$ cat src/hw/rtl/pwmfb_pkg.sv
// Shared types, constants and helper functions for the PWM diagnostic feedback generator.
`default_nettype none

package pwmfb_pkg;

   // Width of every internal time value (timer, phase ends, latched limits).
   localparam int TIME_BITS = 16;
   // Common width that holds both a 16-bit field and a time value.
   localparam int WIDE_BITS = (TIME_BITS > 16) ? TIME_BITS : 16;
   localparam logic [TIME_BITS-1:0] TIME_MAX = '1;

   localparam int FIELD_BITS     = 16;
   localparam int STEP_BITS      = 8;
   localparam int CFG_INDEX_BITS = 3;
   localparam int CFG_DATA_BITS  = 16;

   typedef enum logic [CFG_INDEX_BITS-1:0] {
      CFG_PERIOD_TIME        = 3'd0,
      CFG_HIGH_TIME          = 3'd1,
      CFG_TICK_STEP          = 3'd2,
      CFG_POWERON_DELAY      = 3'd3,
      CFG_OVERVOLTAGE_LIMIT  = 3'd4,
      CFG_UNDERVOLTAGE_LIMIT = 3'd5
   } cfg_index_type;

   typedef logic [TIME_BITS-1:0]  time_type;
   typedef logic [FIELD_BITS-1:0] field_type;

   typedef struct packed {
      field_type              period_time;
      field_type              high_time;
      logic [STEP_BITS-1:0]   tick_step;
      field_type              poweron_delay;
      field_type              overvoltage_limit;
      field_type              undervoltage_limit;
   } cfg_type;

   typedef struct packed {
      field_type low_time_request;
      field_type supply_voltage;
      logic      enable_line_high;
      field_type target_speed;
   } req_type;

   typedef struct packed {
      logic      pin_high;
      logic      pulldown_on;
      field_type held_low_time;
      field_type current_high_phase;
      field_type current_cycle_end;
      field_type current_low_time;
   } rsp_type;

   // Saturates a 16-bit field into the time width.
   function automatic time_type to_time(input field_type v);
      logic [WIDE_BITS-1:0] w;
      w = WIDE_BITS'(v);
      if (w > WIDE_BITS'(TIME_MAX)) begin
         return TIME_MAX;
      end
      return TIME_BITS'(w);
   endfunction

   // Saturating add of two time values.
   function automatic time_type sat_add(input time_type a, input time_type b);
      logic [TIME_BITS:0] s;
      s = {1'b0, a} + {1'b0, b};
      if (s[TIME_BITS]) begin
         return TIME_MAX;
      end
      return s[TIME_BITS-1:0];
   endfunction

endpackage

`default_nettype wire

$ cat src/hw/rtl/pwmfb_csr.sv
// Configuration register file of the PWM diagnostic feedback generator.
`default_nettype none

module pwmfb_csr (
   input  wire logic                                 clock,
   input  wire logic                                 reset,
   input  wire logic                                 csr_valid,
   input  wire logic [pwmfb_pkg::CFG_INDEX_BITS-1:0] csr_index,
   input  wire logic [pwmfb_pkg::CFG_DATA_BITS-1:0]  csr_wdata,
   output pwmfb_pkg::cfg_type                        cfg
);
   import pwmfb_pkg::*;

   cfg_type cfg_ff;
   cfg_type cfg_in;

   always_comb begin
      cfg_in = cfg_ff;
      if (csr_valid) begin
         case (csr_index)
            CFG_PERIOD_TIME:        cfg_in.period_time        = csr_wdata;
            CFG_HIGH_TIME:          cfg_in.high_time          = csr_wdata;
            CFG_TICK_STEP:          cfg_in.tick_step          = csr_wdata[STEP_BITS-1:0];
            CFG_POWERON_DELAY:      cfg_in.poweron_delay      = csr_wdata;
            CFG_OVERVOLTAGE_LIMIT:  cfg_in.overvoltage_limit  = csr_wdata;
            CFG_UNDERVOLTAGE_LIMIT: cfg_in.undervoltage_limit = csr_wdata;
            default:                cfg_in = cfg_ff;
         endcase
      end
   end

   always_ff @(posedge clock) begin
      if (reset) begin
         cfg_ff.period_time        <= '0;
         cfg_ff.high_time          <= '0;
         cfg_ff.tick_step          <= STEP_BITS'(10);
         cfg_ff.poweron_delay      <= '0;
         cfg_ff.overvoltage_limit  <= '1;
         cfg_ff.undervoltage_limit <= '0;
      end else begin
         cfg_ff <= cfg_in;
      end
   end

   assign cfg = cfg_ff;

endmodule

`default_nettype wire

$ cat src/hw/rtl/pwmfb_core.sv
// Per-tick state and feedback computation of the PWM diagnostic feedback generator.
`default_nettype none

module pwmfb_core (
   input  wire logic          clock,
   input  wire logic          reset,
   input  wire logic          fire,
   input  pwmfb_pkg::cfg_type cfg,
   input  pwmfb_pkg::req_type item,
   output pwmfb_pkg::rsp_type result
);
   import pwmfb_pkg::*;

   time_type  phase_timer_ff, phase_timer_in;
   logic      round_latched_ff, round_latched_in;
   time_type  latched_high_end_ff, latched_high_end_in;
   time_type  latched_cycle_end_ff, latched_cycle_end_in;
   logic      poweron_done_ff, poweron_done_in;
   field_type poweron_count_ff, poweron_count_in;
   time_type  kept_low_time_ff, kept_low_time_in;

   time_type           low_req, low_eff, per, hi, high_phase, cycle_end, timer_sum, timer_base;
   logic [FIELD_BITS:0] count_next;
   logic               suppress, latched_base, pin;

   always_comb begin
      low_req = to_time(item.low_time_request);
      per     = to_time(cfg.period_time);
      hi      = to_time(cfg.high_time);

      kept_low_time_in = (low_req != '0) ? low_req : kept_low_time_ff;

      // Power-on delay counter, compared one bit wider so an all-ones delay ends.
      count_next       = {1'b0, poweron_count_ff} + (FIELD_BITS+1)'(1);
      poweron_done_in  = poweron_done_ff;
      poweron_count_in = poweron_count_ff;
      if (!poweron_done_ff) begin
         if (count_next > {1'b0, cfg.poweron_delay}) begin
            poweron_count_in = '0;
            poweron_done_in  = 1'b1;
         end else begin
            poweron_count_in = count_next[FIELD_BITS-1:0];
         end
      end

      suppress = (item.supply_voltage > cfg.overvoltage_limit) || !poweron_done_in
               || (item.supply_voltage < cfg.undervoltage_limit)
               || !item.enable_line_high || (item.target_speed == '0);

      low_eff      = suppress ? '0 : low_req;
      latched_base = suppress ? 1'b0 : round_latched_ff;
      timer_base   = suppress ? '0 : phase_timer_ff;

      if (per != '0) begin
         high_phase = (per > low_eff) ? per - low_eff : '0;
         cycle_end  = per;
      end else begin
         high_phase = hi;
         cycle_end  = sat_add(hi, low_eff);
      end

      latched_high_end_in  = latched_base ? latched_high_end_ff  : high_phase;
      latched_cycle_end_in = latched_base ? latched_cycle_end_ff : cycle_end;

      timer_sum        = sat_add(timer_base, TIME_BITS'(cfg.tick_step));
      phase_timer_in   = timer_sum;
      round_latched_in = 1'b1;
      pin              = 1'b1;
      if (timer_sum >= latched_high_end_in) begin
         if (timer_sum < latched_cycle_end_in) begin
            pin = 1'b0;
         end else begin
            round_latched_in = 1'b0;
            kept_low_time_in = '0;
            phase_timer_in   = '0;
         end
      end

      result.pin_high           = pin;
      result.pulldown_on        = !pin;
      result.held_low_time      = FIELD_BITS'(kept_low_time_in);
      result.current_high_phase = FIELD_BITS'(high_phase);
      result.current_cycle_end  = FIELD_BITS'(cycle_end);
      result.current_low_time   = FIELD_BITS'(low_eff);
   end

   always_ff @(posedge clock) begin
      if (reset) begin
         phase_timer_ff       <= '0;
         round_latched_ff     <= 1'b0;
         latched_high_end_ff  <= '0;
         latched_cycle_end_ff <= '0;
         poweron_done_ff      <= 1'b0;
         poweron_count_ff     <= '0;
         kept_low_time_ff     <= '0;
      end else if (fire) begin
         phase_timer_ff       <= phase_timer_in;
         round_latched_ff     <= round_latched_in;
         latched_high_end_ff  <= latched_high_end_in;
         latched_cycle_end_ff <= latched_cycle_end_in;
         poweron_done_ff      <= poweron_done_in;
         poweron_count_ff     <= poweron_count_in;
         kept_low_time_ff     <= kept_low_time_in;
      end
   end

endmodule

`default_nettype wire

$ cat src/hw/rtl/pwm_diagnostic_feedback_generator_top.sv
// Top level of the PWM diagnostic feedback generator: handshakes, pipeline registers and checks.
// A tick transaction accepted at one edge is registered in the input stage, then computed and
// registered in the result stage once that register is empty or its result is taken by rsp_ready.
// Throughput: one tick per cycle while rsp_ready is high; input stage and result register each
// hold one item, so an empty input stage still takes a tick while a result waits for rsp_ready.
// Reset (synchronous, active high) empties both stages, clears all feedback state to zero and
// loads the configuration reset values; the block is ready for ticks once reset is released.
`default_nettype none

module pwm_diagnostic_feedback_generator_top (
   input  wire logic                                 clock,
   input  wire logic                                 reset,

   input  wire logic                                 req_valid,
   output logic                                      req_ready,
   input  wire logic [15:0]                          req_low_time_request,
   input  wire logic [15:0]                          req_supply_voltage,
   input  wire logic                                 req_enable_line_high,
   input  wire logic [15:0]                          req_target_speed,

   output logic                                      rsp_valid,
   input  wire logic                                 rsp_ready,
   output logic                                      rsp_pin_high,
   output logic                                      rsp_pulldown_on,
   output logic [15:0]                               rsp_held_low_time,
   output logic [15:0]                               rsp_current_high_phase,
   output logic [15:0]                               rsp_current_cycle_end,
   output logic [15:0]                               rsp_current_low_time,

   input  wire logic                                 csr_valid,
   output logic                                      csr_ready,
   input  wire logic [pwmfb_pkg::CFG_INDEX_BITS-1:0] csr_index,
   input  wire logic [pwmfb_pkg::CFG_DATA_BITS-1:0]  csr_wdata
);
   import pwmfb_pkg::*;

   // The register file takes a write transaction in every cycle.
   assign csr_ready = 1'b1;

   cfg_type cfg;

   pwmfb_csr u_csr (
      .clock     (clock),
      .reset     (reset),
      .csr_valid (csr_valid),
      .csr_index (csr_index),
      .csr_wdata (csr_wdata),
      .cfg       (cfg)
   );

   // Input stage: one tick waits here until the result register can take its result.
   logic    in_valid_ff, in_valid_in;
   req_type in_item_ff, in_item_in;
   logic    rsp_valid_ff, rsp_valid_in;
   rsp_type rsp_ff, rsp_in;
   rsp_type core_result;
   logic    advance;

   // The tick moves into the result register, and the feedback state steps, at the same edge.
   assign advance   = in_valid_ff && (!rsp_valid_ff || rsp_ready);
   assign req_ready = !in_valid_ff || advance;

   always_comb begin
      in_valid_in = in_valid_ff;
      in_item_in  = in_item_ff;
      if (advance) begin
         in_valid_in = 1'b0;
      end
      if (req_valid && req_ready) begin
         in_valid_in                 = 1'b1;
         in_item_in.low_time_request = req_low_time_request;
         in_item_in.supply_voltage   = req_supply_voltage;
         in_item_in.enable_line_high = req_enable_line_high;
         in_item_in.target_speed     = req_target_speed;
      end

      rsp_valid_in = rsp_valid_ff;
      rsp_in       = rsp_ff;
      if (rsp_valid_ff && rsp_ready) begin
         rsp_valid_in = 1'b0;
      end
      if (advance) begin
         rsp_valid_in = 1'b1;
         rsp_in       = core_result;
      end
   end

   pwmfb_core u_core (
      .clock  (clock),
      .reset  (reset),
      .fire   (advance),
      .cfg    (cfg),
      .item   (in_item_ff),
      .result (core_result)
   );

   always_ff @(posedge clock) begin
      if (reset) begin
         in_valid_ff  <= 1'b0;
         rsp_valid_ff <= 1'b0;
      end else begin
         in_valid_ff  <= in_valid_in;
         rsp_valid_ff <= rsp_valid_in;
      end
   end

   // Payload registers carry no reset; their valid flags qualify them.
   always_ff @(posedge clock) begin
      in_item_ff <= in_item_in;
      rsp_ff     <= rsp_in;
   end

   assign rsp_valid              = rsp_valid_ff;
   assign rsp_pin_high           = rsp_ff.pin_high;
   assign rsp_pulldown_on        = rsp_ff.pulldown_on;
   assign rsp_held_low_time      = rsp_ff.held_low_time;
   assign rsp_current_high_phase = rsp_ff.current_high_phase;
   assign rsp_current_cycle_end  = rsp_ff.current_cycle_end;
   assign rsp_current_low_time   = rsp_ff.current_low_time;

   // A tick that leaves the input stage always shows up as a valid result next cycle.
   a_advance_gives_result : assert property (@(posedge clock) disable iff (reset)
      advance |=> rsp_valid_ff)
      else $error("advanced tick did not produce a result");

   // A waiting result is never dropped before it is taken.
   a_result_kept : assert property (@(posedge clock) disable iff (reset)
      (rsp_valid_ff && !rsp_ready && !advance) |=> (rsp_valid_ff && $stable(rsp_ff)))
      else $error("stalled result was lost or changed");

   // The pull-down is on exactly when the pin is driven low.
   a_pulldown_follows_pin : assert property (@(posedge clock) disable iff (reset)
      rsp_valid_ff |-> (rsp_pulldown_on != rsp_pin_high))
      else $error("pull-down does not follow the pin");

   // With the input stage empty, a new tick is always taken.
   a_ready_when_empty : assert property (@(posedge clock) disable iff (reset)
      !in_valid_ff |-> req_ready)
      else $error("input stage empty but not ready");

endmodule

`default_nettype wire
$ cat config.mk
export PLATFORM = sky130hd
export DESIGN_NAME = pwm_diagnostic_feedback_generator_top
export DESIGN_NICKNAME = d
export VERILOG_FILES = /design/src/hw/rtl/pwmfb_pkg.sv /design/src/hw/rtl/pwmfb_csr.sv /design/src/hw/rtl/pwmfb_core.sv /design/src/hw/rtl/pwm_diagnostic_feedback_generator_top.sv
export SDC_FILE = /design/constraint.sdc
export NUM_CORES = 1
export LEC_CHECK = 0
export ABC_AREA = 1
export BUFFER_PORTS_ARGS = -buffer_cell sky130_fd_sc_hd__buf_2
export CORE_MARGIN = 3
export CORE_UTILIZATION = 40
export CTS_BUF_LIST = sky130_fd_sc_hd__clkbuf_4
export DETAILED_ROUTE_END_ITERATION = 8
export PLACE_DENSITY_LB_ADDON = 0.05
export SYNTH_ARGS = -nofsm -noshare
export SYNTH_HDL_FRONTEND = slang
export SYNTH_SLANG_ARGS = --single-unit
$ cat constraint.sdc
create_clock -name clock -period 15.7 [get_ports clock]
set_clock_uncertainty 0.1 [all_clocks]
set_input_delay 3.14 -clock clock [delete_from_list [all_inputs] [get_ports clock]]
set_output_delay 3.14 -clock clock [all_outputs]
set_load 0.01 [all_outputs]
# Yosys cells after proc, flatten, opt, wreduce, memory -nomap -nowiden

Cells that the tools add are included.
W data, S select, Z words.

Add/sub/neg operators: 4
Magnitude comparators: 9
Equality and inequality tests: 5
Muxes and demuxes: 40
Bitwise gates (word level): 1
Reduce and logical (&&, ||, !) cells: 27

Operators with widths:

| cell                    | number |
|---|---|
| $mux W16                | 23 |
| $gt A16 B16 Y1 const B  | 3 |
| $gt A16 B16 Y1          | 2 |
| $lt A16 B16 Y1          | 2 |
| $reduce_bool A16 Y1     | 2 |
| $add A16 B1 Y17 const B | 1 |
| $add A16 B16 Y17        | 1 |
| $add A16 B8 Y17         | 1 |
| $gt A17 B16 Y1          | 1 |
| $mux W1                 | 17 |
| $ge A16 B16 Y1          | 1 |
| $logic_not A16 Y1       | 1 |
| $sub A16 B16 Y16        | 1 |
| $reduce_and A2 Y1       | 7 |
| $eq A3 B2 Y1 const B    | 2 |
| $eq A3 B3 Y1 const B    | 2 |
| $logic_or A1 B1 Y1      | 6 |
| $logic_not A1 Y1        | 5 |
| $reduce_bool A2 Y1      | 2 |
| $eq A3 B1 Y1 const B    | 1 |
| $logic_and A1 B1 Y1     | 3 |
| $logic_not A3 Y1        | 1 |
| $not A1 Y1              | 1 |

Bits in registers: 287
Input port bits: 73
Output and inout bits: 69
Word-level logic and storage cells: 111

# Logic depth before layout (Yosys ltp)

Depth in word-level cells: 20
Depth in mapped cells: 60
Gate-level depth less buffers: 57

# Modules after synthesis

From an unflattened synthesis, not the netlist that was laid out.

Cells, all modules: 1900
Area total of the unflattened synthesis: 15678.8 µm²

Modules (own cells, without submodules):

| module                                | instances | cells an instance | area an instance (µm²) | seq. area each (µm²) |
|---|---|---|---|---|
| pwmfb_core                            | 1         | 1282              | 8647.0                 | 1641.6 |
| pwm_diagnostic_feedback_generator_top | 1         | 129               | 3555.9                 | 3493.4 |
| pwmfb_csr                             | 1         | 489               | 3475.8                 | 1761.7 |

# Least setup slack after synthesis

OpenSTA, ideal clock, no wires.

Path type: register -> register
From: register u_core.poweron_count_ff[0]
To: register u_core.kept_low_time_ff[10]
Library setup time: 0.094 ns
Arrival: 7.131 ns
Data required time: 15.506 ns
Slack: 8.375 ns
Cell stages (with the launch flop): 58
Buffers on the path: 3
Period minus slack after synthesis: 7.325 ns
Path through: dfxtp_1 -> nand3_1 -> nor2_1 -> nand4_1 -> nor2_1 -> nand4_1 -> nor3_1 -> nand3_1 -> xnor2_1 -> ha_1 -> nand4_1 -> nor2_1 -> nand2_1 -> nand2_2 -> nand2_2 -> nand2_4 -> and2_4 -> nand2_1 -> [22 not listed] -> nand2_1 -> ha_1 -> o21a_1 -> o21a_1 -> o21ai_0 -> nand2_1 -> a21oi_1 -> o21bai_1 -> nand2_1 -> nand2_1 -> a21oi_1 -> o211ai_1 -> a21oi_1 -> o21ai_0 -> nand2_4 -> buf_12 -> nand2_4 -> a21oi_2

RTL lines:

| element                | line              | text |
|---|---|---|
| from (decl)            | pwmfb_core.sv:19  | `field_type poweron_count_ff, poweron_count_in;` |
| from (signal assigned) | pwmfb_core.sv:102 | `poweron_count_ff <= poweron_count_in;` |
| to (signal assigned)   | pwmfb_core.sv:103 | `kept_low_time_ff <= kept_low_time_in;` |
| to (decl)              | pwmfb_core.sv:20  | `time_type kept_low_time_ff, kept_low_time_in;` |

==> results.txt <==
Status - complete, no violations
Die ar. - 40,200 um2
Vias in the first global route - 11,900
DR vias - 12,200
Final min period - 9.06 ns
Crit-path slowest cell - nand2_4
RSZ-0062 raised after global routing - no
Starting density of the core - 40.9%
Sequential area share after synthesis - 45.6%
Core box area - 37,000 um2
Final hold vios - 0
Rel. slew slack - 20.0%
Number of H-tree levels - 3
IO Pins - 142
Main synth FF type - dfxtp_1
Fin crit share - 57.7%
Worst setup SP type - flip-flop
Worst-path clk slew - 0.06 ns
Yosys warns - 0
Non-Filler Instances - 2,488
Crit path max-delay family - simple AND/OR/NAND/NOR gates
Layout cells sized above 1 - 19.4%
Max_cap viols - 0
Synth top area cells - edfxtp_1 23%, dfxtp_1 23%, ha_1 9.8%
Fin nets - 2,107
CP required - 16.27 ns
Post-synth top area share - 22.8%
Global-route wire length before repair - 65.0 mm
Die width - 200 um
Slew of the pin with the lowest slew margin - 1.20 ns
Largest net degree at the start of global routing - 111
All-Layer GR Usage - 20.4%
Most common cell type on the critical path - nand2_1
CTS tree - built
Final setup fails - 0
Leakage - 0.00784 uW
CTS Buf Count - 81
Rows - 70
# port buffers - 140
Initial antenna violation count - 1
Post-synth ARST share - 0%
Area grow syn2layout - 14.5%
CP max stage delay - 0.58 ns
Cts-stage hold buffer count - 0
Die Height - 200 um
DP Cell Count - 2,333
Post-Syn Area - 15,100 um2
Crit path kind - flip-flop to flip-flop
CTS root buffer - clkbuf_4
Crit Path Max Fanout - 33
Avg Cell Area, Syn - 8.65 um2
GP Congestion - 0.895
CP bufs+invs - 2
TNS Setup - 0 ns
First DRT Iteration DRCs - 807
Kind of end point of the critical path - flip-flop
DRC viols - 0
Average wire per standard cell - 16.6 um
Type of the tightest min-delay check - flip-flop to flip-flop
Most frequent cells in the layout - 304 x nand2_1, 222 x inv_1, 172 x dfxtp_1, 149 x nor2_1, 140 x buf_2
Largest register FFs - 88
Final antenna-violating net count - 0
Clk buf depth - 3
Fillers - 3,716
Worst setup margin - 6.64 ns
Commonest non-fill, non-tap cell in the layout - nand2_1
Routed vias/inst - 4.92
Peak supply drop - 0.0549 mV
Flops & latches, synth - 287
Crit path DAT - 9.63 ns
Number of synthesized flops with an enable pin - 115
Gr ovfl total - 0
Syn nets - 1,944
Netlist cell types - 56
Clk_lat worst skew - 0.76 ns
Total wire length - 41.4 mm
Power Dens Cells - 111 nW/um2
Detailed Place HPWL - 29.9 mm
Drt first pass iters - 5
Cell taking the most area after synthesis - edfxtp_1
Post CTS Setup Buffer Count - 0
TritonCTS Sinks - 287
Max Slew Vio Count - 0
Syn Inst Count - 1,749
Dpl ws - 6.69 ns
CTS resizes - 0
Max Freq - 0.110 GHz
[metal layers]
metal,global-route usage (%),vias to the layer above,routed length (um)
met2,31.7,349,18400
met4,6.90,0,1140
met1,28.2,5563,19300
met5,0,-,0
li1,-,6248,-
met3,4.62,76,2630
[path summary, 6_finish.rpt]
path / startpoint / to / slack, ns / cells after the start
setup / recovery: u_core.poweron_count_ff[0] / u_core.kept_low_time_ff[14] / 6.64 / 54
setup reg to reg: u_core.poweron_count_ff[0] / u_core.kept_low_time_ff[14] / 6.64 / 54
hold reg to reg: u_csr.cfg[3] / u_csr.cfg[3] / 0.36 / 2
hold / removal: u_csr.cfg[3] / u_csr.cfg[3] / 0.36 / 2
[worst min-delay path: cells and delay by family, from the launching register on]
kind / cells / cell delay (ns)
DFF: 1 / 0.29
buffers and inverters: 1 / 0.06
AOI/OAI and AO/OA: 1 / 0.06
[stage by stage]
stage,hold slack (ns),cell area [um2],total power (uW),util (%)
6_report,0.361,17300,1920,46.9
5_1_grt,0.381,17300,2040,46.8
4_1_cts,0.364,17300,1950,46.8
3_5_place_dp,0.354,16200,1220,43.8
3_3_place_gp,0.349,16200,1210,43.8
2_1_floorplan,0.328,15100,1100,-
[report_power, final]
part | switching (uW) | leakage (uW) | internal [uW]
clock network | 321 | 0.000657 | 399
registers | 19.0 | 0.00251 | 826
logic | 240 | 0.00467 | 115
total | 580 | 0.00784 | 1340
[kinds of logic (layout without fill, tap and decap cells)]
family / after synthesis / in the layout / synth area share, %
other cells: 1 / 5 / 0.0248
fa+ha+maj: 122 / 122 / 10.2
xor+xnor: 43 / 43 / 2.49
simple gates: 582 / 582 / 17.3
flops: 287 / 287 / 45.6
buf+inv: 307 / 538 / 7.96
mux: 22 / 22 / 1.46
compound gates: 385 / 385 / 14.9
[final cells by class]
class / count / area, um2 / share of cell area (%)
diodes: 4 / 10.0 / 0.0578
clock buffers: 126 / 946 / 5.46
clock inverters: 25 / 155 / 0.896
inverters: 242 / 915 / 5.28
multi-input cells: 1155 / 7030 / 40.6
flip-flops and latches: 287 / 6900 / 39.8
well taps: 504 / 631 / 3.64
repair buffers: 145 / 738 / 4.26
[cells in the mapped netlist (2+ instances only)]
cell type and n:
nand2_1 304, nor4_1 8, o21ai_0 133, inv_2 16, nand2_4 12, nand3_2 19
xor2_1 28, nand2_2 9, or2_2 4, a21o_1 5, nand3b_1 2, nand4_2 2
o21a_1 4, nand4_1 20, dfxtp_1 172, a21oi_2 29, ha_1 119, nand3_1 32
a21oi_1 134, a211oi_1 2, o22ai_1 4, a22oi_1 8, buf_8 2, clkbuf_1 50
o21ai_1 4, nor3_1 13, mux2i_1 22, buf_1 4, fa_1 3, edfxtp_1 115
o211ai_1 43, xnor2_1 15, o21bai_1 6, nor2_2 3, inv_1 225, nor2_1 150
buf_2 7, a21boi_0 3
No activity file was read; power rests on OpenSTA's default activity.
